**src/rtl/smpg_pkg.sv**
```systemverilog
`timescale 1ns / 1ps

package smpg_pkg;

  localparam int SINE_POINTS_DEF = 256;
  localparam int CfgAddrW = 5;

  // zero point of the sine table and the full-scale compare value
  localparam logic [11:0] SINE_MID = 12'd1600;
  localparam logic [10:0] FULL_CUR = 11'd1599;
  localparam logic [6:0]  PCT_MAX  = 7'd100;

  typedef enum logic [1:0] {
    CMD_TICK  = 2'd0,
    CMD_START = 2'd1,
    CMD_STOP  = 2'd2,
    CMD_LOCK  = 2'd3
  } cmd_e;

  typedef enum logic [2:0] {
    REG_SPEED_DIVIDER  = 3'd0,
    REG_STEP_RATE      = 3'd1,
    REG_AMPLITUDE      = 3'd2,
    REG_HALF_STEP_MODE = 3'd3,
    REG_PHASE_LEAD     = 3'd4,
    REG_REVERSE        = 3'd5,
    REG_STOP_AT_TARGET = 3'd6,
    REG_TARGET_STEPS   = 3'd7
  } reg_idx_e;

  typedef struct packed {
    logic [1:0] cmd;
    logic [6:0] hold_duty;
  } in_t;

  typedef struct packed {
    logic               drive_valid;
    logic [10:0]        current_a;
    logic [10:0]        current_b;
    logic               polarity_a;
    logic               polarity_b;
    logic               running;
    logic signed [31:0] position;
    logic               target_reached;
  } out_t;

  typedef struct packed {
    logic [15:0] speed_divider;
    logic [8:0]  step_rate;
    logic [6:0]  amplitude;
    logic        half_step_mode;
    logic [6:0]  phase_lead;
    logic        reverse;
    logic        stop_at_target;
    logic [31:0] target_steps;
  } cfg_t;

  // one drive request as it travels down the pipeline
  typedef struct packed {
    logic        dv;
    logic        sine;     // 1 sine lookup, 0 half-step pattern
    logic [6:0]  pct;
    logic [3:0]  pat;      // polarity a, enable a, polarity b, enable b
    logic        running;
    logic        reached;
    logic [31:0] position;
  } drive_t;

  localparam logic [3:0] HALF_TAB [8] = '{
    4'hF, 4'hC, 4'hA, 4'h1, 4'h5, 4'h6, 4'h7, 4'hB
  };

  localparam logic [11:0] SINE_TAB [256] = '{
    12'd1600, 12'd1639, 12'd1678, 12'd1718, 12'd1757, 12'd1796, 12'd1835, 12'd1873,
    12'd1912, 12'd1950, 12'd1989, 12'd2026, 12'd2064, 12'd2102, 12'd2139, 12'd2175,
    12'd2212, 12'd2248, 12'd2284, 12'd2319, 12'd2354, 12'd2388, 12'd2422, 12'd2455,
    12'd2488, 12'd2521, 12'd2553, 12'd2584, 12'd2614, 12'd2644, 12'd2674, 12'd2703,
    12'd2731, 12'd2758, 12'd2785, 12'd2811, 12'd2836, 12'd2861, 12'd2884, 12'd2907,
    12'd2930, 12'd2951, 12'd2972, 12'd2991, 12'd3010, 12'd3028, 12'd3045, 12'd3062,
    12'd3077, 12'd3092, 12'd3106, 12'd3118, 12'd3130, 12'd3141, 12'd3151, 12'd3160,
    12'd3168, 12'd3175, 12'd3182, 12'd3187, 12'd3191, 12'd3195, 12'd3197, 12'd3199,
    12'd3199, 12'd3199, 12'd3197, 12'd3195, 12'd3191, 12'd3187, 12'd3182, 12'd3175,
    12'd3168, 12'd3160, 12'd3151, 12'd3141, 12'd3130, 12'd3118, 12'd3106, 12'd3092,
    12'd3077, 12'd3062, 12'd3045, 12'd3028, 12'd3010, 12'd2991, 12'd2972, 12'd2951,
    12'd2930, 12'd2907, 12'd2884, 12'd2861, 12'd2836, 12'd2811, 12'd2785, 12'd2758,
    12'd2731, 12'd2703, 12'd2674, 12'd2644, 12'd2614, 12'd2584, 12'd2553, 12'd2521,
    12'd2488, 12'd2455, 12'd2422, 12'd2388, 12'd2354, 12'd2319, 12'd2284, 12'd2248,
    12'd2212, 12'd2175, 12'd2139, 12'd2102, 12'd2064, 12'd2026, 12'd1989, 12'd1950,
    12'd1912, 12'd1873, 12'd1835, 12'd1796, 12'd1757, 12'd1718, 12'd1678, 12'd1639,
    12'd1600, 12'd1561, 12'd1522, 12'd1482, 12'd1443, 12'd1404, 12'd1365, 12'd1327,
    12'd1288, 12'd1250, 12'd1211, 12'd1174, 12'd1136, 12'd1098, 12'd1061, 12'd1025,
    12'd988,  12'd952,  12'd916,  12'd881,  12'd846,  12'd812,  12'd778,  12'd745,
    12'd712,  12'd679,  12'd647,  12'd616,  12'd586,  12'd556,  12'd526,  12'd497,
    12'd469,  12'd442,  12'd415,  12'd389,  12'd364,  12'd339,  12'd316,  12'd293,
    12'd270,  12'd249,  12'd228,  12'd209,  12'd190,  12'd172,  12'd155,  12'd138,
    12'd123,  12'd108,  12'd94,   12'd82,   12'd70,   12'd59,   12'd49,   12'd40,
    12'd32,   12'd25,   12'd18,   12'd13,   12'd9,    12'd5,    12'd3,    12'd1,
    12'd1,    12'd1,    12'd3,    12'd5,    12'd9,    12'd13,   12'd18,   12'd25,
    12'd32,   12'd40,   12'd49,   12'd59,   12'd70,   12'd82,   12'd94,   12'd108,
    12'd123,  12'd138,  12'd155,  12'd172,  12'd190,  12'd209,  12'd228,  12'd249,
    12'd270,  12'd293,  12'd316,  12'd339,  12'd364,  12'd389,  12'd415,  12'd442,
    12'd469,  12'd497,  12'd526,  12'd556,  12'd586,  12'd616,  12'd647,  12'd679,
    12'd712,  12'd745,  12'd778,  12'd812,  12'd846,  12'd881,  12'd916,  12'd952,
    12'd988,  12'd1025, 12'd1061, 12'd1098, 12'd1136, 12'd1174, 12'd1211, 12'd1250,
    12'd1288, 12'd1327, 12'd1365, 12'd1404, 12'd1443, 12'd1482, 12'd1522, 12'd1561
  };

endpackage

```
**src/rtl/smpg_regs.sv**
```systemverilog
`timescale 1ns / 1ps

module smpg_regs (
  input  logic                           clk_i,
  input  logic                           rst_ni,
  input  logic                           psel,
  input  logic                           penable,
  input  logic                           pwrite,
  input  logic [smpg_pkg::CfgAddrW-1:0]  paddr,
  input  logic [31:0]                    pwdata,
  output logic [31:0]                    prdata,
  output logic                           pready,
  input  logic                           half_clr_i,
  output smpg_pkg::cfg_t                 cfg_o
);
  import smpg_pkg::*;

  cfg_t     cfg_q;
  reg_idx_e sel;
  logic     wr;

  assign pready = 1'b1;
  assign sel    = reg_idx_e'(paddr[CfgAddrW-1:2]);
  assign wr     = psel && penable && pwrite && pready;
  assign cfg_o  = cfg_q;

  always_ff @(posedge clk_i or negedge rst_ni) begin
    if (!rst_ni) begin
      cfg_q.speed_divider  <= 16'd6;
      cfg_q.step_rate      <= 9'd64;
      cfg_q.amplitude      <= 7'd60;
      cfg_q.half_step_mode <= 1'b0;
      cfg_q.phase_lead     <= 7'd0;
      cfg_q.reverse        <= 1'b0;
      cfg_q.stop_at_target <= 1'b0;
      cfg_q.target_steps   <= 32'd0;
    end else if (wr) begin
      case (sel)
        REG_SPEED_DIVIDER:  cfg_q.speed_divider  <= pwdata[15:0];
        REG_STEP_RATE:      cfg_q.step_rate      <= pwdata[8:0];
        REG_AMPLITUDE:      cfg_q.amplitude      <= pwdata[6:0];
        REG_HALF_STEP_MODE: cfg_q.half_step_mode <= pwdata[0];
        REG_PHASE_LEAD:     cfg_q.phase_lead     <= pwdata[6:0];
        REG_REVERSE:        cfg_q.reverse        <= pwdata[0];
        REG_STOP_AT_TARGET: cfg_q.stop_at_target <= pwdata[0];
        REG_TARGET_STEPS:   cfg_q.target_steps   <= pwdata;
        default: ;
      endcase
    end else if (half_clr_i) begin
      // a stop command falls back to microstep mode
      cfg_q.half_step_mode <= 1'b0;
    end
  end

  always_comb begin
    case (sel)
      REG_SPEED_DIVIDER:  prdata = {16'd0, cfg_q.speed_divider};
      REG_STEP_RATE:      prdata = {23'd0, cfg_q.step_rate};
      REG_AMPLITUDE:      prdata = {25'd0, cfg_q.amplitude};
      REG_HALF_STEP_MODE: prdata = {31'd0, cfg_q.half_step_mode};
      REG_PHASE_LEAD:     prdata = {25'd0, cfg_q.phase_lead};
      REG_REVERSE:        prdata = {31'd0, cfg_q.reverse};
      REG_STOP_AT_TARGET: prdata = {31'd0, cfg_q.stop_at_target};
      REG_TARGET_STEPS:   prdata = cfg_q.target_steps;
      default:            prdata = 32'd0;
    endcase
  end

endmodule

```
**src/rtl/smpg_ctrl.sv**
```systemverilog
`timescale 1ns / 1ps

module smpg_ctrl #(
  parameter int SINE_POINTS = smpg_pkg::SINE_POINTS_DEF,
  localparam int IdxW = $clog2(SINE_POINTS)
) (
  input  logic             clk_i,
  input  logic             rst_ni,
  input  logic             in_valid_i,
  output logic             in_stall_o,
  input  smpg_pkg::in_t    in_data_i,
  input  smpg_pkg::cfg_t   cfg_i,
  output logic             half_clr_o,
  output logic             dn_valid_o,
  input  logic             dn_ready_i,
  output smpg_pkg::drive_t dn_drive_o,
  output logic [IdxW-1:0]  dn_idx_o
);
  import smpg_pkg::*;

  localparam logic [IdxW:0] SpE = (IdxW+1)'(SINE_POINTS);

  function automatic logic [6:0] sat_pct(input logic [6:0] p);
    sat_pct = (p > PCT_MAX) ? PCT_MAX : p;
  endfunction

  logic            en_q, en_d;
  logic [15:0]     tick_q, tick_d, tick_inc;
  logic [5:0]      frac_q, frac_d;
  logic [IdxW-1:0] idx_q, idx_d, idx_out;
  logic [2:0]      half_q, half_d, half_step;
  logic [31:0]     evt_q, evt_d, evt_inc;
  logic [31:0]     pos_q, pos_d;
  logic [9:0]      acc_sum;
  logic [3:0]      moves;
  logic [IdxW:0]   m_ext, idx_fwd, idx_rev;
  logic [6:0]      amp;
  logic            accept, rdy, v_q;
  drive_t          drv, drv_q;
  logic [IdxW-1:0] idx_s_q;

  assign rdy        = !v_q || dn_ready_i;
  assign in_stall_o = !rdy;
  assign accept     = in_valid_i && rdy;
  assign half_clr_o = accept && (cmd_e'(in_data_i.cmd) == CMD_STOP);

  assign tick_inc  = tick_q + 16'd1;
  assign evt_inc   = evt_q + 32'd1;
  assign acc_sum   = {4'd0, frac_q} + {1'b0, cfg_i.step_rate};
  assign moves     = acc_sum[9:6];
  assign amp       = sat_pct(cfg_i.amplitude);
  // at most eight moves, below the table size for tables of more than eight points
  assign m_ext     = (IdxW+1)'(moves);
  assign half_step = cfg_i.reverse ? half_q - moves[2:0] : half_q + moves[2:0];

  always_comb begin
    idx_fwd = {1'b0, idx_q} + m_ext;
    if (idx_fwd >= SpE) idx_fwd = idx_fwd - SpE;
    if ({1'b0, idx_q} >= m_ext) begin
      idx_rev = {1'b0, idx_q} - m_ext;
    end else begin
      idx_rev = {1'b0, idx_q} + SpE - m_ext;
    end
  end

  always_comb begin
    en_d    = en_q;
    tick_d  = tick_q;
    frac_d  = frac_q;
    idx_d   = idx_q;
    half_d  = half_q;
    evt_d   = evt_q;
    pos_d   = pos_q;
    idx_out = idx_q;
    drv     = '0;
    case (cmd_e'(in_data_i.cmd))
      CMD_START: begin
        idx_d  = '0;
        tick_d = 16'd0;
        frac_d = 6'd0;
        evt_d  = 32'd0;
        en_d   = 1'b1;
      end
      CMD_STOP: begin
        en_d   = 1'b0;
        drv.dv = 1'b1;
      end
      CMD_LOCK: begin
        en_d     = 1'b0;
        drv.dv   = 1'b1;
        drv.sine = 1'b1;
        drv.pct  = sat_pct(in_data_i.hold_duty);
      end
      CMD_TICK: begin
        if (en_q) begin
          if (tick_inc < cfg_i.speed_divider) begin
            tick_d = tick_inc;
            if (!cfg_i.half_step_mode) begin
              drv.dv   = 1'b1;
              drv.sine = 1'b1;
              drv.pct  = amp;
            end
          end else begin
            tick_d = 16'd0;
            frac_d = acc_sum[5:0];
            drv.dv  = 1'b1;
            drv.pct = amp;
            if (cfg_i.half_step_mode) begin
              half_d  = half_step;
              drv.pat = HALF_TAB[half_step];
            end else begin
              idx_d    = cfg_i.reverse ? idx_rev[IdxW-1:0] : idx_fwd[IdxW-1:0];
              idx_out  = idx_d;
              drv.sine = 1'b1;
            end
            evt_d = evt_inc;
            pos_d = cfg_i.reverse ? pos_q - 32'd1 : pos_q + 32'd1;
            if (cfg_i.stop_at_target && (cfg_i.target_steps != 32'd0) &&
                (evt_inc >= cfg_i.target_steps)) begin
              // keep the step polarities, drop the current
              en_d        = 1'b0;
              drv.pct     = 7'd0;
              drv.reached = 1'b1;
            end
          end
        end
      end
      default: ;
    endcase
    drv.running  = en_d;
    drv.position = pos_d;
  end

  always_ff @(posedge clk_i or negedge rst_ni) begin
    if (!rst_ni) begin
      en_q   <= 1'b0;
      tick_q <= 16'd0;
      frac_q <= 6'd0;
      idx_q  <= '0;
      half_q <= 3'd0;
      evt_q  <= 32'd0;
      pos_q  <= 32'd0;
      v_q    <= 1'b0;
    end else begin
      if (rdy) v_q <= in_valid_i;
      if (accept) begin
        en_q   <= en_d;
        tick_q <= tick_d;
        frac_q <= frac_d;
        idx_q  <= idx_d;
        half_q <= half_d;
        evt_q  <= evt_d;
        pos_q  <= pos_d;
      end
    end
  end

  always_ff @(posedge clk_i) begin
    if (accept) begin
      drv_q   <= drv;
      idx_s_q <= idx_out;
    end
  end

  assign dn_valid_o = v_q;
  assign dn_drive_o = drv_q;
  assign dn_idx_o   = idx_s_q;

endmodule

```
**src/rtl/smpg_phase.sv**
```systemverilog
`timescale 1ns / 1ps

module smpg_phase #(
  parameter int SINE_POINTS = smpg_pkg::SINE_POINTS_DEF,
  localparam int IdxW = $clog2(SINE_POINTS)
) (
  input  logic             clk_i,
  input  logic             rst_ni,
  input  logic [6:0]       lead_i,
  input  logic             up_valid_i,
  output logic             up_ready_o,
  input  smpg_pkg::drive_t up_drive_i,
  input  logic [IdxW-1:0]  up_idx_i,
  output logic             dn_valid_o,
  input  logic             dn_ready_i,
  output smpg_pkg::drive_t dn_drive_o,
  output logic [7:0]       dn_ta_o,
  output logic [7:0]       dn_tb_o
);
  import smpg_pkg::*;

  localparam int SumW = IdxW + 2;
  localparam logic [SumW-1:0] SpS  = SumW'(SINE_POINTS);
  localparam logic [SumW-1:0] Sp2S = SumW'(2 * SINE_POINTS);
  localparam logic [SumW-1:0] QrtS = SumW'(SINE_POINTS / 4);
  // index * 256 / SINE_POINTS as a multiply by a rounded-up reciprocal
  localparam int MapShift = 28;
  localparam int MapKW = 31;
  localparam logic [MapKW-1:0] MapK =
    MapKW'(((64'd1 << (MapShift + 8)) + 64'(SINE_POINTS) - 64'd1) / 64'(SINE_POINTS));
  localparam int ProdW = IdxW + MapKW;

  logic            v2_q, v3_q, rdy2, rdy3;
  drive_t          drv2_q, drv3_q;
  logic [SumW-1:0] sa, sb;
  logic [IdxW-1:0] ia, ib, ia_q, ib_q;
  logic [ProdW-1:0] pa, pb;
  logic [7:0]      ta_q, tb_q;

  assign rdy3       = !v3_q || dn_ready_i;
  assign rdy2       = !v2_q || rdy3;
  assign up_ready_o = rdy2;

  // lead can reach past two table turns only for the smallest sizes
  always_comb begin
    sa = SumW'(up_idx_i) + SumW'(lead_i);
    if (sa >= Sp2S) begin
      sa = sa - Sp2S;
    end else if (sa >= SpS) begin
      sa = sa - SpS;
    end
    ia = sa[IdxW-1:0];
    sb = SumW'(ia) + QrtS;
    if (sb >= SpS) sb = sb - SpS;
    ib = sb[IdxW-1:0];
  end

  assign pa = ProdW'(ia_q) * ProdW'(MapK);
  assign pb = ProdW'(ib_q) * ProdW'(MapK);

  always_ff @(posedge clk_i or negedge rst_ni) begin
    if (!rst_ni) begin
      v2_q <= 1'b0;
      v3_q <= 1'b0;
    end else begin
      if (rdy2) v2_q <= up_valid_i;
      if (rdy3) v3_q <= v2_q;
    end
  end

  always_ff @(posedge clk_i) begin
    if (rdy2 && up_valid_i) begin
      drv2_q <= up_drive_i;
      ia_q   <= ia;
      ib_q   <= ib;
    end
    if (rdy3 && v2_q) begin
      drv3_q <= drv2_q;
      ta_q   <= pa[MapShift+7:MapShift];
      tb_q   <= pb[MapShift+7:MapShift];
    end
  end

  assign dn_valid_o = v3_q;
  assign dn_drive_o = drv3_q;
  assign dn_ta_o    = ta_q;
  assign dn_tb_o    = tb_q;

endmodule

```
**src/rtl/smpg_current.sv**
```systemverilog
`timescale 1ns / 1ps

module smpg_current (
  input  logic             clk_i,
  input  logic             rst_ni,
  input  logic             up_valid_i,
  output logic             up_ready_o,
  input  smpg_pkg::drive_t up_drive_i,
  input  logic [7:0]       up_ta_i,
  input  logic [7:0]       up_tb_i,
  output logic             out_valid_o,
  input  logic             out_stall_i,
  output smpg_pkg::out_t   out_data_o
);
  import smpg_pkg::*;

  // x / 100 for x below 2^18 as (x * ceil(2^25 / 100)) >> 25
  localparam int DivShift = 25;
  localparam logic [18:0] DivK = 19'd335545;

  logic        v4_q, v5_q, rdy4, rdy5;
  drive_t      drv4_q;
  logic [11:0] va, vb;
  logic [10:0] mag_a, mag_b;
  logic        pol_a, pol_b, pol_a_q, pol_b_q;
  logic [17:0] prod_a_q, prod_b_q;
  logic [36:0] qa, qb;
  out_t        out_q;

  assign rdy5       = !v5_q || !out_stall_i;
  assign rdy4       = !v4_q || rdy5;
  assign up_ready_o = rdy4;

  assign va = SINE_TAB[up_ta_i];
  assign vb = SINE_TAB[up_tb_i];

  always_comb begin
    if (up_drive_i.sine) begin
      pol_a = va >= SINE_MID;
      pol_b = vb >= SINE_MID;
      mag_a = pol_a ? 11'(va - SINE_MID) : 11'(SINE_MID - va);
      mag_b = pol_b ? 11'(vb - SINE_MID) : 11'(SINE_MID - vb);
    end else begin
      pol_a = up_drive_i.pat[3];
      pol_b = up_drive_i.pat[1];
      mag_a = up_drive_i.pat[2] ? FULL_CUR : 11'd0;
      mag_b = up_drive_i.pat[0] ? FULL_CUR : 11'd0;
    end
  end

  assign qa = 37'(prod_a_q) * 37'(DivK);
  assign qb = 37'(prod_b_q) * 37'(DivK);

  always_ff @(posedge clk_i or negedge rst_ni) begin
    if (!rst_ni) begin
      v4_q <= 1'b0;
      v5_q <= 1'b0;
    end else begin
      if (rdy4) v4_q <= up_valid_i;
      if (rdy5) v5_q <= v4_q;
    end
  end

  always_ff @(posedge clk_i) begin
    if (rdy4 && up_valid_i) begin
      drv4_q   <= up_drive_i;
      pol_a_q  <= pol_a;
      pol_b_q  <= pol_b;
      prod_a_q <= 18'(mag_a) * 18'(up_drive_i.pct);
      prod_b_q <= 18'(mag_b) * 18'(up_drive_i.pct);
    end
    if (rdy5 && v4_q) begin
      out_q.drive_valid    <= drv4_q.dv;
      out_q.current_a      <= qa[DivShift+10:DivShift];
      out_q.current_b      <= qb[DivShift+10:DivShift];
      out_q.polarity_a     <= pol_a_q;
      out_q.polarity_b     <= pol_b_q;
      out_q.running        <= drv4_q.running;
      out_q.position       <= drv4_q.position;
      out_q.target_reached <= drv4_q.reached;
    end
  end

  assign out_valid_o = v5_q;
  assign out_data_o  = out_q;

endmodule

```
**src/rtl/stepper_microstep_phase_generator_core.sv**
```systemverilog
`timescale 1ns / 1ps

// Two-phase stepper drive generator: each input transaction carries one command (tick, start,
// stop, lock) and yields exactly one result transaction with the phase A/B PWM compare values,
// polarities, run state and signed step position. One command is taken every clock cycle unless
// the result side stalls; it passes through command decode and state update, table index wrap,
// index scaling multiply, table lookup with current multiply, and the divide-by-100 reciprocal
// multiply, each registered. Stalls on the result side back up through the pipeline, and a bubble
// anywhere in it still lets a new command in. Registers are written over the APB port at byte
// address 4*index; the user must write them only while no command is in flight, the block does not check it.
module stepper_microstep_phase_generator_core #(
  parameter int SINE_POINTS = smpg_pkg::SINE_POINTS_DEF
) (
  input  logic                          clk_i,
  input  logic                          rst_ni,
  input  logic                          in_valid_i,
  output logic                          in_stall_o,
  input  smpg_pkg::in_t                 in_data_i,
  output logic                          out_valid_o,
  input  logic                          out_stall_i,
  output smpg_pkg::out_t                out_data_o,
  input  logic                          psel,
  input  logic                          penable,
  input  logic                          pwrite,
  input  logic [smpg_pkg::CfgAddrW-1:0] paddr,
  input  logic [31:0]                   pwdata,
  output logic [31:0]                   prdata,
  output logic                          pready
);
  import smpg_pkg::*;

  localparam int IdxW = $clog2(SINE_POINTS);

  cfg_t            cfg;
  logic            half_clr;
  logic            c_valid, c_ready, p_valid, p_ready;
  drive_t          c_drive, p_drive;
  logic [IdxW-1:0] c_idx;
  logic [7:0]      p_ta, p_tb;

  smpg_regs u_regs (
    .clk_i      (clk_i),
    .rst_ni     (rst_ni),
    .psel       (psel),
    .penable    (penable),
    .pwrite     (pwrite),
    .paddr      (paddr),
    .pwdata     (pwdata),
    .prdata     (prdata),
    .pready     (pready),
    .half_clr_i (half_clr),
    .cfg_o      (cfg)
  );

  smpg_ctrl #(.SINE_POINTS(SINE_POINTS)) u_ctrl (
    .clk_i      (clk_i),
    .rst_ni     (rst_ni),
    .in_valid_i (in_valid_i),
    .in_stall_o (in_stall_o),
    .in_data_i  (in_data_i),
    .cfg_i      (cfg),
    .half_clr_o (half_clr),
    .dn_valid_o (c_valid),
    .dn_ready_i (c_ready),
    .dn_drive_o (c_drive),
    .dn_idx_o   (c_idx)
  );

  smpg_phase #(.SINE_POINTS(SINE_POINTS)) u_phase (
    .clk_i      (clk_i),
    .rst_ni     (rst_ni),
    .lead_i     (cfg.phase_lead),
    .up_valid_i (c_valid),
    .up_ready_o (c_ready),
    .up_drive_i (c_drive),
    .up_idx_i   (c_idx),
    .dn_valid_o (p_valid),
    .dn_ready_i (p_ready),
    .dn_drive_o (p_drive),
    .dn_ta_o    (p_ta),
    .dn_tb_o    (p_tb)
  );

  smpg_current u_current (
    .clk_i       (clk_i),
    .rst_ni      (rst_ni),
    .up_valid_i  (p_valid),
    .up_ready_o  (p_ready),
    .up_drive_i  (p_drive),
    .up_ta_i     (p_ta),
    .up_tb_i     (p_tb),
    .out_valid_o (out_valid_o),
    .out_stall_i (out_stall_i),
    .out_data_o  (out_data_o)
  );

endmodule

```
**config.mk**
```make
export PLATFORM = sky130hd
export DESIGN_NAME = stepper_microstep_phase_generator_core
export DESIGN_NICKNAME = d
export VERILOG_FILES = /design/src/rtl/smpg_pkg.sv /design/src/rtl/smpg_regs.sv /design/src/rtl/smpg_ctrl.sv /design/src/rtl/smpg_phase.sv /design/src/rtl/smpg_current.sv /design/src/rtl/stepper_microstep_phase_generator_core.sv
export SDC_FILE = /design/constraint.sdc
export NUM_CORES = 2
export LEC_CHECK = 0
export ABC_AREA = 0
export BUFFER_PORTS_ARGS = -buffer_cell sky130_fd_sc_hd__buf_2
export CELL_PAD_IN_SITES_DETAIL_PLACEMENT = 1
export CELL_PAD_IN_SITES_GLOBAL_PLACEMENT = 1
export CORE_AREA = 2 2 363 365
export CTS_BUF_LIST = sky130_fd_sc_hd__clkbuf_4 sky130_fd_sc_hd__clkbuf_8
export DETAILED_ROUTE_END_ITERATION = 8
export DIE_AREA = 0 0 365 367
export GPL_TIMING_DRIVEN = 0
export PLACE_DENSITY = 0.63
export SYNTH_ARGS = -nofsm -noshare
export SYNTH_HDL_FRONTEND = slang
export SYNTH_HIERARCHICAL = 1
export SYNTH_SLANG_ARGS = --single-unit
```
**constraint.sdc**
```tcl
create_clock -name clk_i -period 12.9 [get_ports clk_i]
set_clock_uncertainty 0.15 [all_clocks]
set_input_delay 1.29 -clock clk_i [delete_from_list [all_inputs] [get_ports clk_i]]
set_output_delay 1.29 -clock clk_i [all_outputs]
set_load 0.05 [all_outputs]
```
==> results_dict.tcl <==
set metrics [dict create \
    cts_htree_levels 3 \
    finalWirelength_um 151000 \
    viasPerCell 5.39 \
    grt-busiest-layer "met2" \
    grt_pass1_vias 38500 \
    grt_overflow 0 \
    drt_first_pass_iters 6 \
    status "finished clean" \
    worstMarginPinSlew_ns 1.05 \
    num-fill-cells 14900 \
    avgRoutedWirePerCell_um 22.8 \
    grt_max_degree 69 \
    dp_hpwl_um 117000 \
    setup_tns_ns 0 \
    use_met3 0.0327 \
    grt.met2_usage 0.371 \
    synth_top_area_share 0.200 \
    start_util 0.347 \
    die_h_um 367 \
    ys_ff_latch 478 \
    dpl_cell_area_mm2 0.0483 \
    synth.most_common_cell "inv_1" \
    synthArstFlopShare 0.370 \
    grt_pass1_wl_um 233000 \
    crit_family "adder cells" \
    synth_top_area_cell "edfxtp_1" \
    start_kind "flop" \
    synth_cell_types 117 \
    num-nets-final 5673 \
    ant_nets 0 \
    cts_tree "yes" \
    io_pins 147 \
    avgSynthCellArea_um2 9.98 \
    hold_viol_final 0 \
    cap_violations 0 \
    portBuffers 142 \
    gp_congestion 0.967 \
    path_max_fanout 15 \
    min_path_cells 0 \
    drive_gt1_frac 0.126 \
    max_stage_delay_ns 0.84 \
    num_rows 133 \
    ys.flop_type "edfxtp_1" \
    setup_viol 0 \
    cts.sinks 478 \
    syn-num-nets 5433 \
    cts.repair.resized 0 \
    synth_common_cells "639 x inv_1, 518 x ha_1, 328 x fa_1" \
    worst-path-stages 38 \
    yosys_warnings 6 \
    post-cts-setup-buffer-count 0 \
    critPathRequiredTime_ns 13.22 \
    antenna_found_initial 12 \
    grt_use_met1 0.297 \
    crit_type "reg -> reg" \
    track_usage 0.225 \
    clk_latency_ns 0.78 \
    final_area_mm2 0.0504 \
    clockBufferDepth 3 \
    fin_crit_ns 11.79 \
    post-route-period-util 0.914 \
    cp_num_buf_inv 11 \
    path_common_cell "inv_1" \
    r2r_cells 38 \
    yosysSeqAreaShare 0.298 \
    fmax_mhz 84.8 \
    finalMaxSlewViolations 0 \
    cp.arrival_ns 12.12 \
    fp.dieW_um 365 \
    clk_pin_slew_ns 0.06 \
    root_buffer "clkbuf_8" \
    dr.first_iter.drc_count 2326 \
    dieArea_mm2 0.134 \
    crit_path_end_kind "flop" \
    rsz0062_at_grt "no" \
    cts_buffers 90 \
    drc_errors 0 \
    core-area_mm2 0.130 \
    cp_slowest_cell "edfxtp_1" \
    netlist_area_mm2 0.0452 \
    cts_hold_buf 0 \
    vias 35600 \
    synth-edff-count 301 \
    synth_area_leaders "edfxtp_1 20%, fa_1 15%, ha_1 14%, dfrtp_1 9.4%, inv_1 5.3%" \
    hold_path_class "reg -> reg" \
    max-slew-margin-rel 0.291 \
    synthCells 4534 \
    syn2layout_area_growth_pct 11.4 \
]
==> cells in the final DEF, fill, tap and decap left out, drive strengths merged, types with 45 or more instances in the layout <==
cell      n
nand3   110
xnor2   110
nand2b   75
nor3     70
ha      518
and2     56
nor2b    69
fa      328
or2      45
mux2    115
xor2     56
dfrtp   170
nor2    248
edfxtp  301
inv     645
a21o     60
nand2   303
o21ai   207
a21oi   196
clkbuf  201
buf     262
==> final timing paths <==
kind                                               endpoint  slack [ns]                              from
setup / recovery           u_current/prod_b_q[16]$_DFFE_PP_        1.11      u_phase/dn_ta_o[1]$_DFFE_PP_
hold / removal               u_current/drv4_q[30]$_DFFE_PP_        0.24  u_phase/dn_drive_o[30]$_DFFE_PP_
setup reg to reg           u_current/prod_b_q[16]$_DFFE_PP_        1.11      u_phase/dn_ta_o[1]$_DFFE_PP_
hold reg to reg              u_current/drv4_q[30]$_DFFE_PP_        0.24  u_phase/dn_drive_o[30]$_DFFE_PP_
max in group asynchronous      u_regs/cfg_o[60]$_DFFE_PN1P_       11.22                            rst_ni
min in group asynchronous      u_regs/cfg_o[26]$_DFFE_PN0P_        0.27                            rst_ni
==> cell type report <==
type                    count  area (um2)  share of cell area
inverters                 644        2420              0.0480
well taps                1755        2200              0.0436
diodes                      5        12.5            0.000248
flip-flops and latches    478       13500               0.267
repair buffers            148         863              0.0171
multi-input cells        3213       28300               0.561
clock buffers             116        1470              0.0292
plain buffers             199        1090              0.0216
clock inverters            49         601              0.0119
==> kinds of logic after synthesis <==
logic type               share of synthesized area
flip-flops                                   0.298
adder cells (fa/ha/maj)                      0.288
AO/OA/AOI/OAI                                0.137
multiplexers                                0.0376
AND/OR/NAND/NOR                              0.129
XOR/XNOR                                    0.0321
other                                    0.0000829
buffers and inverters                       0.0775
==> per-layer routing <==
metal,vias up,part of all wire
met1,18100,0.44
met4,6,0.038
met3,322,0.052
met2,1019,0.47
li1,16200,-
met5,-,0.00031
==> state kept, by name, summed over array words and instances, names as in the netlist, 2 cells and up <==
register	cells
u_ctrl/tick_q	16
u_ctrl/idx_q	8
u_ctrl/dn_drive_o	47
u_ctrl/dn_idx_o	8
u_current/prod_a_q	18
u_ctrl/evt_q	32
u_ctrl/half_q	3
u_phase/dn_tb_o	2
u_current/drv4_q	35
u_phase/dn_ta_o	8
u_phase/ib_q	2
u_regs/cfg_o	74
u_current/out_data_o	59
u_current/prod_b_q	18
u_phase/drv2_q	47
u_phase/dn_drive_o	47
u_ctrl/pos_q	32
u_phase/ia_q	8
u_ctrl/frac_q	6
==> through the flow <==
step | std cells | worst slack (ns) | util | hold slack [ns]
final | 6607 | 1.11 | 0.386 | 0.238
after global routing | 6603 | 0.409 | 0.386 | 0.243
after CTS | 6602 | 1.24 | 0.386 | 0.193
after detailed placement | 6437 | 1.32 | 0.370 | 0.255
after global placement | 6431 | 1.22 | 0.369 | 0.251
after floorplan | 4534 | 4.41 | - | 0.250
Power is left out: the tool's default activity adds up to more than one toggle a clock period on the data nets, which glitch-free logic cannot reach.
